## config.mk

```make
export PLATFORM = sky130hd
export DESIGN_NAME = lnds_ctrl
export DESIGN_NICKNAME = d
export VERILOG_FILES = /design/src/rtl/lnds_pkg.sv /design/src/rtl/lnds_ctrl.sv
export SDC_FILE = /design/constraint.sdc
export NUM_CORES = 1
export LEC_CHECK = 0
export BUFFER_PORTS_ARGS = -buffer_cell sky130_fd_sc_hd__buf_2
export CAP_MARGIN = 0
export CORE_AREA = 2 2 39 41
export DETAILED_ROUTE_END_ITERATION = 6
export DIE_AREA = 0 0 41 43
export HOLD_SLACK_MARGIN = 0.15
export PLACE_DENSITY = 0.41
export SETUP_SLACK_MARGIN = 0.5
export SKIP_LAST_GASP = 1
export SYNTH_ARGS = -nofsm -noshare
export SYNTH_HDL_FRONTEND = slang
export SYNTH_SLANG_ARGS = --single-unit
```

## constraint.sdc

```tcl
create_clock -name clk -period 2.4 [get_ports clk]
set_input_delay 0.36 -clock clk [delete_from_list [all_inputs] [get_ports clk]]
set_output_delay 0.36 -clock clk [all_outputs]
set_load 0.005 [all_outputs]
```

## src/rtl/lnds_pkg.sv

```systemverilog
// Shared constants and controller/datapath interface types.
package lnds_pkg;

    localparam int MAX_ELEMENTS = 1024;
    localparam int VALUE_WIDTH  = 32;
    localparam int ADDR_W       = $clog2(MAX_ELEMENTS);
    localparam int COUNT_W      = $clog2(MAX_ELEMENTS + 1);
    localparam int LEN_W        = 11;
    localparam int OUT_DATA_W   = 24;

    // Commands from the controller to the datapath.
    typedef struct packed {
        logic load;    // take the input transfer
        logic read;    // issue one store read and advance the scan index
        logic commit;  // store the element if the store has room and load the output register
    } lnds_cmd_t;

    // Status from the datapath to the controller.
    typedef struct packed {
        logic empty;      // no stored elements in this sequence
        logic full;       // store holds MAX_ELEMENTS elements
        logic scan_last;  // current scan index is the last stored element
        logic out_free;   // output register can take a result this cycle
    } lnds_status_t;

endpackage

```

## src/rtl/lnds_ctrl.sv

```systemverilog
// Controller state machine: sequences load, store scan and commit.
module lnds_ctrl
    import lnds_pkg::*;
(
    input  logic         clk,
    input  logic         rst_n,
    input  logic         s_tvalid,
    output logic         s_tready,
    input  lnds_status_t status,
    output lnds_cmd_t    cmd
);

    localparam logic [2:0] S_IDLE   = 3'd0;
    localparam logic [2:0] S_CHECK  = 3'd1;
    localparam logic [2:0] S_SCAN   = 3'd2;
    localparam logic [2:0] S_DRAIN  = 3'd3;
    localparam logic [2:0] S_FINISH = 3'd4;

    logic [2:0] state_reg;
    logic [2:0] state_next;

    always_ff @(posedge clk or negedge rst_n)
    begin
        if (!rst_n)
        begin
            state_reg <= S_IDLE;
        end
        else
        begin
            state_reg <= state_next;
        end
    end

    always_comb
    begin
        state_next = state_reg;
        cmd        = '0;
        s_tready   = 1'b0;
        unique case (state_reg)
            S_IDLE:
            begin
                s_tready = 1'b1;
                if (s_tvalid)
                begin
                    cmd.load   = 1'b1;
                    state_next = S_CHECK;
                end
            end
            S_CHECK:
            begin
                if (status.full || status.empty)
                begin
                    state_next = S_FINISH;
                end
                else
                begin
                    state_next = S_SCAN;
                end
            end
            S_SCAN:
            begin
                cmd.read = 1'b1;
                if (status.scan_last)
                begin
                    state_next = S_DRAIN;
                end
            end
            S_DRAIN:
            begin
                // last read data is compared in this cycle
                state_next = S_FINISH;
            end
            S_FINISH:
            begin
                if (status.out_free)
                begin
                    cmd.commit = 1'b1;
                    state_next = S_IDLE;
                end
            end
            default:
            begin
                state_next = S_IDLE;
            end
        endcase
    end

endmodule

```

==> metrics.md, run 1 <==
| Metric | Value |
|---|---|
| Outcome | `finished clean` |
| Largest net degree at the start of global routing | `8` |
| Number of enable-type register cells in the synthesized netlist | `0` |
| Starting density of the core | `11.3%` |
| Detailed-router iteration count before antenna repair | `1` |
| Wire length of the first global-routing pass | `634 um` |
| Synth-to-layout area growth | `68.0%` |
| Syn nets | `22` |
| Worst Setup End Kind | `output pin` |
| Worst min-delay path class | `in2reg` |
| Met3 wire length | `56 um` |
| Synth area leader | `sky130_fd_sc_hd__dfrtp_1` |
| Number of instances in the synthesized netlist | `15` |
| Util after Layout | `19.0%` |
| Area fraction of the dominant cell type after synthesis | `48.0%` |
| Fill cell total of the finished layout | `162` |
| Final hold violation count | `0` |
| Share of synthesized registers carrying an async set or reset | `100%` |
| Sum of buffers and inverters on the critical path | `2` |
| Detailed-route DRC error count | `0` |
| Pins Over Slew Limit | `0` |
| Unrepaired setup endpoints after global routing | `false` |
| CTS clk-pin slew, worst paths | `~0.040 ns` |
| Buffers from clock root to sink, at most | `2` |
| Seq. cell area | `75.1 um2` |
| Number of flip-flops and latches in the synthesized netlist | `3` |
| Share of final-layout standard cells stronger than drive strength 1 | `46.7%` |
| Share of synthesized area occupied by flip-flops and latches | `48.0%` |
| Total global-route track usage | `5.93%` |
| Worst Path Arrival | `1.20 ns` |
| DPL Wire Length | `325 um` |
| Clock Tree Root | `sky130_fd_sc_hd__clkbuf_4` |
| Number of H-tree branching levels | `1` |
| Ranking of synthesized cells by area | `sky130_fd_sc_hd__dfrtp_1 (48%), sky130_fd_sc_hd__nor3_1 (9.6%), sky130_fd_sc_hd__mux2i_1 (6.4%)` |
| Initial DRC Count | `0` |
| Number of resized instances in the post-cts repair step | `0` |
| Sum of met2 wire segment lengths after detailed routing | `154 um` |
| Remaining Overflow, GRT | `0` |
| Final setup fails | `0` |
| Post-route antenna net violation count | `0` |
| Critical Path RT | `between 2 and 2.5 ns` |
| Critical-path top delay cell | `sky130_fd_sc_hd__dfrtp_1` |
| Peak supply drop | `0.266 mV` |
| Count of yosys warnings during synthesis | `0` |
| Post-synthesis cell area | `156 um2` |
| Category of the worst setup path launch point | `register` |
| Via count of the first global-routing pass | `180` |
| Critical-path cell list | `inv_1 > nor4b_1 > buf_2` |
| Fin crit period | `1.56 ns` |
| Clk sinks | `3` |
| Number of different library cells in the post-synthesis netlist | `11` |
| NumNets Final | `38` |
| Via count of the routed design | `171` |
| Chip width | `about 41 um` |
| Top achievable clock speed | `between 600 and 700 MHz` |
| Maximum fanout along the worst path | `6` |
| Std-Cell Rows | `14` |
| Fraction of the cycle the final worst path needs | `between 60% and 70%` |
| Floorplan Core Area | `~1400 um2` |
| Power consumption | `286 uW` |
| # Max-Cap Violations | `0` |
| Hold buffer count at cts | `1` |
| Antenna violations before repair | `0` |
| Met1 WL | `approximately 210 um` |
| Worst reg2reg path depth | `2` |
| Boundary Pins | `11` |
| TritonCTS clock tree | `yes` |
| Hold path cells | `3` |
| Top FF cell, synth | `sky130_fd_sc_hd__dfrtp_1` |
| Y dimension of the die | `43 um` |
| Stages on the worst setup path | `3` |
| Area occupied by multi-input gates | `77.6 um2` |
| Final clock skew | `0.0000135 ns` |
| Slew at the pin closest to its max-slew limit | `0.256 ns` |
| Number of flip-flops under the largest register name | `3` |
| Final instance count without filler cells | `46` |
| Clock buffer count from CTS | `3` |
| Kind of critical path | `reg2out` |
| Worst path max stage delay | `0.41 ns` |
| Highest layer used for signal routing | `met3` |
| Power density of the placed cells | `1090 nW/um2` |
| Routed WL | `approximately 420 um` |
| WL/cell | `9.17 um` |
| RD Place Congestion | `0.567` |
| Detail-routed via count per cell | `3.72` |
| Insertion delay to the later sink of the worst-skew pair | `0.23 ns` |
| Cell total after placement | `just over 40` |
| Setup TNS Final | `0 ns` |
| Total leakage power | `0.125 nW` |
| CP delay by family, top | `flip-flops` |
| Port buffer count | `10` |
| Buffer count from post-CTS setup fixing | `0` |
| Headroom to the max-slew limit | `82.7%` |
| Number of inserted diodes | `0` |
| DIE AREA | `1760 um2` |
| Most common library cells after synthesis | `sky130_fd_sc_hd__dfrtp_1 (3), sky130_fd_sc_hd__nor3_1 (3)` |
| Post-Syn Area per Cell | `approximately 10 um2` |
==> area by class of cell <==
| class | count | area share (%) |
|---|---|---|
| Multi-Input combinational cell | 11 | 29.5 |
| Sequential cell | 3 | 28.6 |
| Timing Repair Buffer | 11 | 22.9 |
| Clock buffer | 4 | 10.0 |
| Tap cell | 16 | 7.62 |
| Inverter | 1 | 1.43 |
==> tightest hold or removal path, stage by stage <==
cell and delay (ns):
sky130_fd_sc_hd__buf_2 0.09, sky130_fd_sc_hd__or4b_1 0.09, sky130_fd_sc_hd__o21ai_0 0.07
==> layout by cell type, fill, tap and decap left out, drive strengths merged <==
cell type	n
nand2b	1
or4b	1
mux2i	1
nor3b	1
and2	1
dlygate4sd3	1
o21ai	1
nor4b	1
nor3	3
buf	10
a31o	1
dfrtp	3
clkbuf	4
inv	1
==> power breakdown <==
group	total, mW	internal (mW)	switching [mW]
registers	0.105	0.0714	0.0338
clock network	0.0869	0.0622	0.0247
logic	0.0939	0.0552	0.0387
==> final timing paths <==
| path | start | end | slack, ns |
|---|---|---|---|
| worst max-delay path | state_reg[2] | cmd[0] | 0.84 |
| worst min-delay path | status[0] | state_reg[2] | 0.43 |
| worst max register to register | state_reg[1] | state_reg[2] | 1.27 |
| worst min register to register | state_reg[2] | state_reg[0] | 0.54 |
| max in group asynchronous | rst_n | state_reg[2] | 1.83 |
| min in group asynchronous | rst_n | state_reg[1] | 0.46 |
==> metrics by stage <==
stage / hold slack (ns) / area, um2 / worst slack (ns)
2_1_floorplan: 0.0644 / 156 / 1.21
3_3_place_gp: 0.156 / 226 / 1.14
3_5_place_dp: 0.161 / 226 / 1.10
4_1_cts: 0.424 / 263 / 0.842
5_1_grt: 0.446 / 263 / 0.741
6_report: 0.432 / 263 / 0.845
==> metal layers <==
layer	vias up	global-route usage, %
met5	-	0
met3	0	1.57
li1	85	-
met2	11	7.50
met1	75	6.45
met4	0	8.00
==> cells by family (layout without fill, tap and decap cells) <==
| kind of cell | after synthesis | count (layout) | synth area share [%] |
|---|---|---|---|
| muxes | 1 | 1 | 6.40 |
| DFF | 3 | 3 | 48.0 |
| and+or+nand+nor | 8 | 8 | 34.4 |
| AOI/OAI and AO/OA | 2 | 2 | 8.80 |
| buffers and inverters | 1 | 16 | 2.40 |
Note: power is estimated with default switching activity, not from simulation.
==> run 2: changes to the inputs <==
Clock period 2.4 ns to 1.6 ns, I/O delays scaled along.
==> metrics.md, run 2 (synthesis gave the netlist of run 1 again) <==
| Metric | Value |
|---|---|
| Worst Setup End Kind | `output pin` |
| WL/cell | `around 9 um` |
| Fraction of the cycle the final worst path needs | `83.3%` |
| Floorplan Core Area | `1380 um2` |
| Total global-route track usage | `6.03%` |
| Wire length of the first global-routing pass | `~660 um` |
| Number of inserted diodes | `0` |
| Synth-to-layout area growth | `97.6%` |
| Clk sinks | `3` |
| Starting density of the core | `11.3%` |
| Initial DRC Count | `2` |
| Worst path max stage delay | `0.44 ns` |
| Category of the worst setup path launch point | `register` |
| Switching share of power | `35.0%` |
| Slew at the pin closest to its max-slew limit | `0.182 ns` |
| Final hold violation count | `0` |
| R2r setup slk | `0.47 ns` |
| Number of H-tree branching levels | `1` |
| Remaining Overflow, GRT | `0` |
| Detailed-route DRC error count | `0` |
| Y dimension of the die | `between 40 and 50 um` |
| Peak supply drop | `0.386 mV` |
| Worst setup slack after placement | `between 0.4 and 0.5 ns` |
| RD Place Congestion | `between 0.5 and 0.6` |
| Startpoint of the most critical register-to-register path | `state_reg[0]` |
| Antenna violations before repair | `0` |
| Cell area after placement | `roughly 230 um2` |
| Via count of the routed design | `182` |
| Combinational cell fraction of total power | `39.7%` |
| Clock buffer count from CTS | `3` |
| Largest net degree at the start of global routing | `7` |
| Unrepaired setup endpoints after global routing | `true` |
| Worst Path Arrival | `roughly 1.1 ns` |
| Psw | `roughly 180 uW` |
| Top achievable clock speed | `750 MHz` |
| Power density of the placed cells | `~1700 nW/um2` |
| Final setup fails | `0` |
| DIE AREA | `1760 um2` |
| Critical Path RT | `1.36 ns` |
| Maximum fanout along the worst path | `5` |
| TritonCTS clock tree | `yes` |
| Sum of met2 wire segment lengths after detailed routing | `around 190 um` |
| # Max-Cap Violations | `0` |
| Boundary Pins | `11` |
| Hold path startpoint | `status[0]` |
| Highest-count cells in the layout ignoring fill and taps | `sky130_fd_sc_hd__buf_2 (10), sky130_fd_sc_hd__clkbuf_4 (3), sky130_fd_sc_hd__dfrtp_2 (3)` |
| Pins Over Slew Limit | `0` |
| Final standard cell area without fillers | `a little over 300 um2` |
| Worst min-delay path class | `in2reg` |
| Area occupied by multi-input gates | `roughly 110 um2` |
| Met3 wire length | `56 um` |
| Total leakage power | `0.139 nW` |
| Detail-routed via count per cell | `3.79` |
| Seq. cell area | `78.8 um2` |
| Chip width | `41 um` |
| Fill cell total of the finished layout | `150` |
| CTS clk-pin slew, worst paths | `0.04 ns` |
| Buffers from clock root to sink, at most | `2` |
| Final clock skew | `0.00137 ns` |
| Kind of critical path | `reg2out` |
| Port buffer count | `10` |
| Part of the total power dissipated in sequential elements | `34.8%` |
| Fin crit period | `1.33 ns` |
| Critical-path top delay cell | `sky130_fd_sc_hd__dfrtp_2` |
| Std-Cell Rows | `14` |
| Highest layer used for signal routing | `met3` |
| Via count of the first global-routing pass | `182` |
| Post-route antenna net violation count | `0` |
| Clk pwr share | `25.6%` |
| WHS Endpoint | `state_reg[2]` |
| Commonest non-fill, non-tap cell in the layout | `sky130_fd_sc_hd__buf_2` |
| Clock Tree Root | `sky130_fd_sc_hd__clkbuf_4` |
| Share of final-layout standard cells stronger than drive strength 1 | `between 70 and 80%` |
| Setup TNS Final | `0 ns` |
| Insertion delay to the later sink of the worst-skew pair | `approximately 0.23 ns` |
| Worst path setup slack after routing | `0.267 ns` |
| Power consumption | `approximately 520 uW` |
| Routed WL | `approximately 430 um` |
| Critical-path cell list | `nor3_4 > and2_1 > buf_2` |
| NumNets Final | `40` |
| Number of flip-flops under the largest register name | `3` |
| Worst reg2reg path depth | `2` |
| Headroom to the max-slew limit | `87.8%` |
| Outcome | `finished clean` |
| Met1 WL | `192 um` |
| Endpoint of the most critical register-to-register path | `state_reg[2]` |
| Detailed-router iteration count before antenna repair | `2` |
| Internal power component | `336 uW` |
| Hold path cells | `3` |
[run 2: worst max-delay path: cells and delay by family (launching register included)]
family        cells  cell delay [ns]
simple gates      2             0.33
buf+inv           1             0.10
flops             1             0.44
[run 2: cell type report]
class,count,share of cell area [%]
multi-input combinational,11,34.0
sequential,3,25.5
timing repair buffer,13,24.3
clock buffer,4,8.50
tap,16,6.48
inverter,1,1.21
[run 2: power groups by stage]
stage               Sequential [mW]  Combinational (mW)  Clock, mW
floorplan                     0.144              0.0833          0
global placement              0.150               0.141          0
detailed placement            0.154               0.143          0
CTS                           0.166               0.196      0.139
global route                  0.186               0.238      0.146
finish                        0.180               0.205      0.132
[run 2: what timing repair did]
item,CTS,global route
buffers inserted,2,0
endpoints found under the setup margin,5,6
gates resized for setup,8,2
hold buffers,1,0
hold endpoints to repair,3,0
pin swaps,2,2
[run 2: worst max-delay path by stage]
| stage | start | to | slack (ns) | cells after the start |
|---|---|---|---|---|
| global placement | state_reg[2] | cmd[0] | 0.46 | 3 |
| CTS | state_reg[1] | cmd[2] | 0.26 | 3 |
| detailed placement | state_reg[1] | cmd[2] | 0.46 | 3 |
| global route | state_reg[1] | cmd[2] | 0.18 | 3 |
| floorplan | state_reg[2] | cmd[2] | 0.53 | 2 |
| finish | state_reg[1] | cmd[2] | 0.27 | 3 |
[run 2: routing by layer]
metal	track usage (%)	vias up
met1	6.13	81
met3	3.14	0
met5	0	-
met4	6.00	0
li1	-	90
met2	8.13	11
[run 2: per-stage QoR]
| stage | hold slack, ns | cells | util, % |
|---|---|---|---|
| global placement | 0.0361 | 41 | 16.4 |
| global route | 0.294 | 48 | 22.3 |
| floorplan | -0.0556 | 15 | - |
| CTS | 0.278 | 48 | 21.5 |
| detailed placement | 0.0401 | 41 | 16.4 |
| finish | 0.283 | 48 | 22.3 |
